### src/rtl/assert_macros.svh
// Assertion macros used by the top-level RTL file of the container parser.
`ifndef ASSERT_MACROS_SVH
`define ASSERT_MACROS_SVH
`ifndef SYNTHESIS
`define ASSERT_ALWAYS(lbl, clk, rst_n, prop) \
	lbl: assert property (@(posedge clk) disable iff (!rst_n) (prop)) \
		else $error("assertion failed");
`define ASSERT_NEVER(lbl, clk, rst_n, cond) \
	lbl: assert property (@(posedge clk) disable iff (!rst_n) !(cond)) \
		else $error("forbidden condition seen");
`else
`define ASSERT_ALWAYS(lbl, clk, rst_n, prop)
`define ASSERT_NEVER(lbl, clk, rst_n, cond)
`endif
`endif

### src/rtl/bcp_pkg.sv
// Types and constants of the bytecode container parser.
package bcp_pkg;

	typedef enum logic [3:0] {
		PH_MAGIC  = 4'd0,
		PH_CCOUNT = 4'd1,
		PH_TAG    = 4'd2,
		PH_NUM    = 4'd3,
		PH_SLEN   = 4'd4,
		PH_SBYTE  = 4'd5,
		PH_BOOL   = 4'd6,
		PH_CLEN   = 4'd7,
		PH_CODE   = 4'd8,
		PH_LCOUNT = 4'd9,
		PH_LINE   = 4'd10,
		PH_DONE   = 4'd11,
		PH_ERR    = 4'd12
	} phase_t;

	typedef enum logic [2:0] {
		ST_BUSY      = 3'd0,
		ST_OK        = 3'd1,
		ST_BAD_MAGIC = 3'd2,
		ST_TRUNC     = 3'd3,
		ST_BAD_TAG   = 3'd4,
		ST_MISMATCH  = 3'd5,
		ST_TRAILING  = 3'd6
	} status_t;

	localparam logic [3:0] ROLE_IGNORED = 4'd11;

	localparam logic [7:0] TAG_NONE = 8'd0;
	localparam logic [7:0] TAG_NUM  = 8'd1;
	localparam logic [7:0] TAG_STR  = 8'd2;
	localparam logic [7:0] TAG_BOOL = 8'd3;

	localparam logic [31:0] NUM_BYTES = 32'd8;

	localparam logic [7:0] MAGIC_BYTES [4] = '{8'h4F, 8'h42, 8'h43, 8'h31};

	typedef struct packed {
		logic [7:0] data_byte;
		logic       last_byte;
	} bcp_in_t;

	typedef struct packed {
		logic [3:0]  byte_role;
		logic [31:0] field_value;
		logic        field_complete;
		logic [2:0]  status;
	} bcp_out_t;

	typedef struct packed {
		phase_t      parse_phase;
		logic [1:0]  byte_in_field;
		logic [31:0] field_accumulator;
		logic [31:0] items_left;
		logic [31:0] bytes_left;
		logic [31:0] code_length;
		logic        count_mismatch;
		status_t     sticky_error;
	} bcp_state_t;

	localparam bcp_state_t STATE_RESET = '{
		parse_phase:       PH_MAGIC,
		byte_in_field:     2'd0,
		field_accumulator: 32'd0,
		items_left:        32'd0,
		bytes_left:        32'd0,
		code_length:       32'd0,
		count_mismatch:    1'b0,
		sticky_error:      ST_BUSY
	};

endpackage

### src/rtl/bytecode_container_parser_top.sv
// Bytecode container parser: input register, parse step, result register.
//
// Usage: bytes of a container file enter on the byte channel (valid/ready),
// with last_byte set on the final byte. Every byte yields exactly one result
// on the result channel: the byte's role in the file, the completed 32-bit
// little-endian field value (or the byte itself), a field-complete flag and
// the parse status. Errors are sticky until the final byte of the file.
// A byte taken from the byte channel is held in the input register, parsed
// from there, and its result is loaded into the result register.
// Throughput: one byte per cycle unless stalled; the parser state update
// is one pass of compare and 32-bit decrement logic between the registers.
// Reset (arst_n low) empties both stages and puts the parser at the first
// magic byte. After the final byte the parser state clears by itself.
// If the receiver stalls, the result waits in its register, the input stage
// holds one more byte, and byte_ready drops until the result transfers.
module bytecode_container_parser_top (
	input  logic              clk,
	input  logic              arst_n,
	input  logic              byte_valid,
	output logic              byte_ready,
	input  bcp_pkg::bcp_in_t  byte_item,
	output logic              result_valid,
	input  logic              result_ready,
	output bcp_pkg::bcp_out_t result_item
);
	import bcp_pkg::*;

	`include "assert_macros.svh"

	bcp_in_t    item_s1;
	logic       valid_s1;
	bcp_out_t   res_s2;
	logic       valid_s2;
	bcp_state_t state_q;
	bcp_state_t state_next;
	bcp_out_t   step_res;
	logic       advance;
	logic       in_word_field;

	assign advance    = valid_s1 && (!valid_s2 || result_ready);
	assign byte_ready = !valid_s1 || advance;

	bcp_step u_step (
		.state      (state_q),
		.item       (item_s1),
		.next_state (state_next),
		.result     (step_res)
	);

	always_ff @(posedge clk or negedge arst_n) begin
		if (!arst_n) begin
			valid_s1 <= 1'b0;
			valid_s2 <= 1'b0;
			state_q  <= STATE_RESET;
		end else begin
			if (byte_ready) valid_s1 <= byte_valid;
			if (advance) begin
				valid_s2 <= 1'b1;
				state_q  <= state_next;
			end else if (result_ready) begin
				valid_s2 <= 1'b0;
			end
		end
	end

	always_ff @(posedge clk) begin
		if (byte_ready && byte_valid) item_s1 <= byte_item;
		if (advance) res_s2 <= step_res;
	end

	assign result_valid = valid_s2;
	assign result_item  = res_s2;

	// phases that may hold a partly assembled 4-byte field
	assign in_word_field = (state_q.parse_phase == PH_MAGIC) ||
		(state_q.parse_phase == PH_CCOUNT) || (state_q.parse_phase == PH_SLEN) ||
		(state_q.parse_phase == PH_CLEN) || (state_q.parse_phase == PH_LCOUNT) ||
		(state_q.parse_phase == PH_LINE) || (state_q.parse_phase == PH_ERR);

	`ASSERT_NEVER(a_ignored_not_complete, clk, arst_n,
		result_valid && result_item.byte_role == ROLE_IGNORED && result_item.field_complete)
	`ASSERT_ALWAYS(a_last_clears, clk, arst_n,
		advance && item_s1.last_byte |=>
		state_q.parse_phase == PH_MAGIC && state_q.sticky_error == ST_BUSY)
	`ASSERT_ALWAYS(a_error_phase, clk, arst_n,
		state_q.sticky_error != ST_BUSY |-> state_q.parse_phase == PH_ERR)
	`ASSERT_ALWAYS(a_partial_word_phase, clk, arst_n,
		state_q.byte_in_field != 2'd0 |-> in_word_field)

endmodule

### src/rtl/bcp_step.sv
// Per-byte parse step: next parser state and the result for one byte.
module bcp_step (
	input  bcp_pkg::bcp_state_t state,
	input  bcp_pkg::bcp_in_t    item,
	output bcp_pkg::bcp_state_t next_state,
	output bcp_pkg::bcp_out_t   result
);
	import bcp_pkg::*;

	bcp_state_t  upd;
	logic [7:0]  b;
	logic [31:0] shifted;
	logic [31:0] wval;
	logic        word_done;
	logic        magic_ok;
	logic        word_phase;
	logic [31:0] items_dec;
	logic [31:0] bytes_dec;
	logic        mis_now;

	assign b         = item.data_byte;
	assign shifted   = {24'd0, b} << {state.byte_in_field, 3'b000};
	assign wval      = state.field_accumulator | shifted;
	assign word_done = (state.byte_in_field == 2'd3);
	assign magic_ok  = (b == MAGIC_BYTES[state.byte_in_field]);
	assign items_dec = state.items_left - 32'd1;
	assign bytes_dec = state.bytes_left - 32'd1;
	assign mis_now   = (wval != state.code_length);

	// next state
	always_comb begin
		upd = state;
		if (state.sticky_error == ST_BUSY) begin
			case (state.parse_phase)
				PH_MAGIC: begin
					if (!magic_ok) begin
						upd.sticky_error = ST_BAD_MAGIC;
					end else begin
						upd.field_accumulator = word_done ? 32'd0 : wval;
						upd.byte_in_field = state.byte_in_field + 2'd1;
						if (word_done) upd.parse_phase = PH_CCOUNT;
					end
				end
				PH_CCOUNT: begin
					upd.field_accumulator = word_done ? 32'd0 : wval;
					upd.byte_in_field = state.byte_in_field + 2'd1;
					if (word_done) begin
						upd.items_left = wval;
						upd.parse_phase = (wval != 32'd0) ? PH_TAG : PH_CLEN;
					end
				end
				PH_TAG: begin
					case (b)
						TAG_NONE: begin
							upd.items_left = items_dec;
							upd.parse_phase = (items_dec != 32'd0) ? PH_TAG : PH_CLEN;
						end
						TAG_NUM: begin
							upd.bytes_left = NUM_BYTES;
							upd.parse_phase = PH_NUM;
						end
						TAG_STR:  upd.parse_phase = PH_SLEN;
						TAG_BOOL: upd.parse_phase = PH_BOOL;
						default:  upd.sticky_error = ST_BAD_TAG;
					endcase
				end
				PH_NUM, PH_SBYTE: begin
					upd.bytes_left = bytes_dec;
					if (bytes_dec == 32'd0) begin
						upd.items_left = items_dec;
						upd.parse_phase = (items_dec != 32'd0) ? PH_TAG : PH_CLEN;
					end
				end
				PH_SLEN: begin
					upd.field_accumulator = word_done ? 32'd0 : wval;
					upd.byte_in_field = state.byte_in_field + 2'd1;
					if (word_done) begin
						if (wval == 32'd0) begin
							upd.items_left = items_dec;
							upd.parse_phase = (items_dec != 32'd0) ? PH_TAG : PH_CLEN;
						end else begin
							upd.bytes_left = wval;
							upd.parse_phase = PH_SBYTE;
						end
					end
				end
				PH_BOOL: begin
					upd.items_left = items_dec;
					upd.parse_phase = (items_dec != 32'd0) ? PH_TAG : PH_CLEN;
				end
				PH_CLEN: begin
					upd.field_accumulator = word_done ? 32'd0 : wval;
					upd.byte_in_field = state.byte_in_field + 2'd1;
					if (word_done) begin
						upd.code_length = wval;
						upd.bytes_left = wval;
						upd.parse_phase = (wval != 32'd0) ? PH_CODE : PH_LCOUNT;
					end
				end
				PH_CODE: begin
					upd.bytes_left = bytes_dec;
					if (bytes_dec == 32'd0) upd.parse_phase = PH_LCOUNT;
				end
				PH_LCOUNT: begin
					upd.field_accumulator = word_done ? 32'd0 : wval;
					upd.byte_in_field = state.byte_in_field + 2'd1;
					if (word_done) begin
						upd.count_mismatch = mis_now;
						upd.items_left = wval;
						if (wval != 32'd0) begin
							upd.parse_phase = PH_LINE;
						end else if (mis_now) begin
							upd.sticky_error = ST_MISMATCH;
						end else begin
							upd.parse_phase = PH_DONE;
						end
					end
				end
				PH_LINE: begin
					upd.field_accumulator = word_done ? 32'd0 : wval;
					upd.byte_in_field = state.byte_in_field + 2'd1;
					if (word_done) begin
						upd.items_left = items_dec;
						if (items_dec == 32'd0) begin
							if (state.count_mismatch) upd.sticky_error = ST_MISMATCH;
							else upd.parse_phase = PH_DONE;
						end
					end
				end
				PH_DONE: upd.sticky_error = ST_TRAILING;
				default: ;
			endcase
			if (upd.sticky_error != ST_BUSY) upd.parse_phase = PH_ERR;
		end
	end

	assign next_state = item.last_byte ? STATE_RESET : upd;

	// result
	always_comb begin
		word_phase = 1'b0;
		result.byte_role = ROLE_IGNORED;
		result.field_complete = 1'b0;
		if (state.sticky_error == ST_BUSY) begin
			case (state.parse_phase)
				PH_MAGIC: begin
					result.byte_role = 4'(state.parse_phase);
					word_phase = magic_ok;
					result.field_complete = magic_ok && word_done;
				end
				PH_CCOUNT, PH_SLEN, PH_CLEN, PH_LCOUNT, PH_LINE: begin
					result.byte_role = 4'(state.parse_phase);
					word_phase = 1'b1;
					result.field_complete = word_done;
				end
				PH_TAG, PH_SBYTE, PH_BOOL, PH_CODE: begin
					result.byte_role = 4'(state.parse_phase);
					result.field_complete = 1'b1;
				end
				PH_NUM: begin
					result.byte_role = 4'(state.parse_phase);
					result.field_complete = (bytes_dec == 32'd0);
				end
				default: ;
			endcase
		end
		result.field_value = (word_phase && word_done) ? wval : {24'd0, b};

		if (upd.sticky_error != ST_BUSY)
			result.status = upd.sticky_error;
		else if (item.last_byte && upd.parse_phase == PH_MAGIC)
			result.status = ST_BAD_MAGIC;
		else if (item.last_byte)
			result.status = (upd.parse_phase == PH_DONE) ? ST_OK : ST_TRUNC;
		else
			result.status = ST_BUSY;
	end

endmodule

### config.mk
export PLATFORM = sky130hd
export DESIGN_NAME = bytecode_container_parser_top
export DESIGN_NICKNAME = d
export VERILOG_FILES = /design/src/rtl/bcp_pkg.sv /design/src/rtl/bytecode_container_parser_top.sv /design/src/rtl/bcp_step.sv
export VERILOG_INCLUDE_DIRS = /design/src /design/src/rtl
export SDC_FILE = /design/constraint.sdc
export NUM_CORES = 1
export LEC_CHECK = 0
export ABC_AREA = 1
export ABC_CLOCK_PERIOD_IN_PS = 2500
export BUFFER_PORTS_ARGS = -buffer_cell sky130_fd_sc_hd__buf_4
export CORE_ASPECT_RATIO = 1.4
export CORE_MARGIN = 1.5
export CORE_UTILIZATION = 45
export DETAILED_ROUTE_END_ITERATION = 10
export SLEW_MARGIN = 20
export SYNTH_ARGS = -nofsm -noshare
export SYNTH_HDL_FRONTEND = slang
export SYNTH_SLANG_ARGS = --single-unit
### constraint.sdc
create_clock -name clk -period 2.5 [get_ports clk]
set_input_delay 0.25 -clock clk [delete_from_list [all_inputs] [get_ports clk]]
set_output_delay 0.25 -clock clk [all_outputs]
set_load 0.01 [all_outputs]
======== After elaboration in Yosys (flattened, before gate mapping) ========
Cells that the tools add are included.
word-level totals
  bits in registers ....................... 189
  latch bits .............................. 0
  memories kept ........................... 0
  memory bits (read-only) ................. 0
  memory bits (writable) .................. 0
cells by class
  reductions and logical operators ........ 41
  bitwise gates (word level) .............. 2
  multiplexer cells ....................... 60
  equality and inequality tests ........... 28
  shifts and indexed selects .............. 1
  multiply operators ...................... 0
  order comparisons ....................... 1
  div/mod/pow operators ................... 0
  $add $sub $neg .......................... 3
operators with widths
  operator                                                                number
  32-bit two-way mux                                                      9
  138-bit two-way mux                                                     2
  32-bit one-hot mux with 6 select lines                                  1
  64-bit two-way mux                                                      2
  32-bit one-hot mux with 4 select lines                                  1
  32-bit zero test                                                        3
  34-bit one-hot mux with 2 select lines                                  1
  32-bit nonzero test                                                     2
  32-bit by 1-bit subtractor with 32-bit output (second input constant)   2
  4-bit two-way mux                                                       15
  4-bit one-hot mux with 10 select lines                                  1
  3-bit two-way mux                                                       13
  38-bit two-way mux                                                      1
  32-bit != test                                                          1
  32-bit OR                                                               1
  8-bit by 5-bit left shift with 32-bit output                            1
  8-bit two-way mux                                                       3
  4-bit equality test (second input constant)                             5
  3-bit by 2-bit != test with 1-bit output (second input constant)        6
  8-bit binary-select mux with 2-bit select                               1
  4-bit by 3-bit equality test with 1-bit output (second input constant)  4
  8-bit by 2-bit equality test with 1-bit output (second input constant)  2
  4-bit one-hot mux with 4 select lines                                   1
  3-bit one-hot mux with 5 select lines                                   1
  other kinds (33)                                                        57

======== Logic depth before layout (Yosys ltp) ========
  depth after elaboration ................. 16
  gate-level depth with buffers ........... 25

======== Hierarchy ========
Synthesis repeated with hierarchy kept, for this count alone.
unflattened totals
  cells, all modules ...................... 2478
  area, all modules ....................... 15902.8 µm²
by module, submodules not included
  module                         cells each  instances  area each (µm²)
  bcp_step                       1820        1          8932.3
  bytecode_container_parser_top  658         1          6970.4

======== Worst setup path after synthesis ========
OpenSTA, ideal clock, no wires.
  path type ............................... reg2reg
  from .................................... register state_q[68] (netlist name)
  to ...................................... register res_s2 (netlist bit result_item[1]) (data pin)
  stages on the path, launching flop included .. 21
  slack ................................... -109 ps
  path buffers ............................ 1
  clock period less this slack ............ 2609 ps
  library setup time ...................... 259 ps
  arrival ................................. 2350 ps
  data required time ...................... 2241 ps
  cells stage by stage .................... dfrtp_1 inv_1 ha_1 nand2_2 nor2_2 buf_6 nand2_4 nand2_1 nand2_1 nor2_1 nand4_2 nor2_4 nand4_1 nand2_1 nand2_1 nand2_2 nand3_2 o21ai_1 nand3_1 nand2_1 nand2_1
RTL lines
  what                    line                                 source
  from (decl)             bytecode_container_parser_top.sv:34  bcp_state_t state_q;
  from (signal assigned)  bytecode_container_parser_top.sv:59  state_q <= state_next;
  to (signal assigned)    bytecode_container_parser_top.sv:68  if (advance) res_s2 <= step_res;
  to (decl)               bytecode_container_parser_top.sv:32  bcp_out_t res_s2;

==> reports/results.tsv <==
metric	value	unit
status	finished, violations left	
violations	negative setup slack	
rsz0062_at_grt	yes	
dp_hpwl	35.7	mm
cp.required	2.73	ns
synth-edff-count	49	
clk_path_buf_depth	2	
nFillCells	2295	
slew_violations	0	
instances_no_fill	2667	
ys_top_cells_by_area	dfrtp_1 (28%), nand2_1 (14%), edfxtp_1 (12%)	
grt_overflow	0	
period_share	120	%
n_antenna_cell	0	
synth.distinct_cells	46	
crit_type	register to register	
synthFlopType	dfrtp_1	
hold_viol	0	
seq_area	4980	sq um
drive_gt1_share	40.5	%
critPathArrivalTime	3.22	ns
ys_seq_elements	189	
grt_pass1_wl	75.8	mm
cp_max_fo	4	
clk-insertion-delay-late	0.47	ns
grt_usage	34.6	%
cts.sinks	189	
dp_slack	-0.650	ns
fin_worst_skew	0.0114	ns
grt_antenna_before_repair	1	
die-area	28900	sq um
synth_top_area_share	28.0	%
syn_area_per_cell	6.93	sq um
die_w	144	um
htree_num_levels	4	
power	31.9	mW
avgViaCountPerCell	5.46	
syn2layout_area_growth	54.2	%
cts_root_buf	clkbuf_16	
post-route-min-period	2.99	ns
num_rows	72	
vias	14560	
end_kind	register	
routed_wl	51.5	mm
startpoint	state_q[70]$_DFFE_PN0P_	
synth_fp_nets	1829	
syn_inst	1809	
yosys_warnings	0	
setup_ws	-0.492	ns
drcViolationCount	0	
cp-start-kind	register	
grt_pass1_vias	13784	
port_buffers	54	
vdd_ir_drop_max	839	uV
relSlewSlack	60.8	%
final_core_util	70.3	%
max_slew.worst_pin.slew	0.588	ns
post_drt_wl_per_cell	19.3	um
clock.fmax	334	MHz
place_inst	2538	
r2r-start	state_q[70]$_DFFE_PN0P_	
hp-class	input pin to register	
drt-initial-drc-count	1191	
synth_area_leader_cell	dfrtp_1	
power_leakage	9.15	nW
gp_congestion	0.957	
async_flop_share	74.1	%
final-setup-viol-count	84	
multi_input_area	7680	sq um
p_per_area	1650	nW/um^2
grt_start_max_net_pins	65	
drtAntennaViolNets	0	
nets	2304	
cts_tree	built	
clk_pin_slew_worst_paths	0.08	ns
core-area	27500	sq um
numCtsBuffers	17	
dr.pass1.iters	6	
die_y	200	um
syn_area	12500	sq um
hp-start	result_ready	
synth_seq_area_share	39.7	%
ios	55	
start_util	45.6	%
cap_viol_max_count	0	
finalSetupTns	-17.97	ns
-- state kept, by name (all words and copies together) (netlist names) --
signal and flops:
valid_s1 1, item_s1 9, result_item 40, result_valid 1, state_q 138
-- metrics by stage --
stage               instance area, sq um  hold WS [ns]
finish                             19300        0.0629
global route                       19300        0.0853
CTS                                17500        0.0500
detailed placement                 16100         0.253
global placement                   16100         0.250
floorplan                          12500       -0.0456
-- critical path, cell delays in order, from the launching register on --
cell and delay (ns):
dfrtp_1 0.42, nor2_1 0.14, nand2_2 0.15, buf_6 0.16, nor2_4 0.21, buf_6 0.13, nand2_2 0.04, nand2_2 0.06
nand3_2 0.08, nor2_4 0.11, nand2_2 0.07, nor2_4 0.11, nand2_1 0.06, nor2_1 0.11, nand4_1 0.23, nand3_2 0.18
nor2_4 0.05, nand2_1 0.05, nand2_1 0.07, nand2_2 0.12, nand3_1 0.08, nand2_1 0.07, nand2_1 0.05
-- what timing repair did --
item                                   4_1_cts  5_1_grt
gates resized for setup                    115      330
pin swaps                                   24       75
endpoints found under the hold margin       59        0
gates cloned                                 5       16
setup endpoints to repair                   94      137
buffers inserted                            24       42
hold buffers                                11        0
-- final cells by class --
cell class	count	area share, %
clock buffer	17	2.20
clock inverter	15	1.03
inverter	239	4.88
multi-input combinational	1309	39.8
sequential	189	25.8
tap	370	2.40
timing repair buffer	523	23.6
timing repair inverter	5	0.356
-- synthesized netlist by cell type (2+ instances only) --
cell,n
edfxtp_1,49
nand3_1,125
inv_4,2
nand3_2,11
buf_2,13
o211ai_1,5
nor3_1,19
a21oi_1,41
nor2_4,10
nand3b_1,3
ha_1,7
nand2_4,2
xor2_1,19
o22ai_1,33
o21ai_2,2
nand2_2,23
buf_6,9
a41oi_1,2
a22oi_1,14
a31oi_1,2
o21ai_1,36
nor2_1,265
xnor2_1,2
o32ai_2,4
nor2_2,14
nand2_1,453
buf_4,3
inv_1,214
dfrtp_1,140
clkbuf_1,47
o2111ai_1,5
nand4_1,60
o21ai_0,140
nor4_1,3
inv_2,21
-- cell usage in the layout, fill, tap and decap left out, types with 26 or more instances in the layout --
cell,instances
a21oi_1,36
buf_4,445
buf_6,31
clkbuf_16,26
dfrtp_1,133
edfxtp_1,49
inv_1,195
inv_2,34
nand2_1,379
nand2_2,71
nand2_4,28
nand3_1,78
nand3_2,41
nand4_1,60
nor2_1,195
nor2_2,63
nor2_4,31
o21ai_0,105
o21ai_1,43
o21ai_2,29
-- kinds of logic after synthesis --
group	after synthesis	synth area share (%)
AOI/OAI and AO/OA	289	13.1
xor gates and xnor gates	21	1.47
adders and majority gates	7	0.699
buffers and inverters	311	10.2
DFF	189	39.7
and+or+nand+nor	992	34.9
-- path summary, 6_finish.rpt --
check | cells past startpoint | slack [ns] | to
min in group asynchronous | 2 | 0.31 | state_q[43]$_DFFE_PN0P_
setup reg to reg | 22 | -0.49 | result_item[0]$_DFFE_PP_
max in group asynchronous | 3 | 1.41 | state_q[115]$_DFFE_PN0P_
setup / recovery | 22 | -0.49 | result_item[0]$_DFFE_PP_
hold reg to reg | 2 | 0.55 | state_q[101]$_DFFE_PN0P_
hold / removal | 4 | 0.06 | result_valid$_DFFE_PN0P_
-- metal layers --
metal / share of wire, % / wire length, um / up-vias / GRT usage, %
li1: - / - / 6869 / -
met1: 39 / 20200 / 6948 / 43.3
met2: 49 / 25300 / 569 / 58.0
met3: 6.0 / 3100 / 172 / 5.01
met4: 5.7 / 2960 / 2 / 16.5
met5: 0.0019 / 1 / - / 0
-- power by group --
group	internal (mW)	total [mW]	switching (mW)
Combinational	10.6	24.4	13.8
Clock	1.54	2.98	1.44
Sequential	3.92	4.55	0.625
Power figures use the tool's default switching activity.
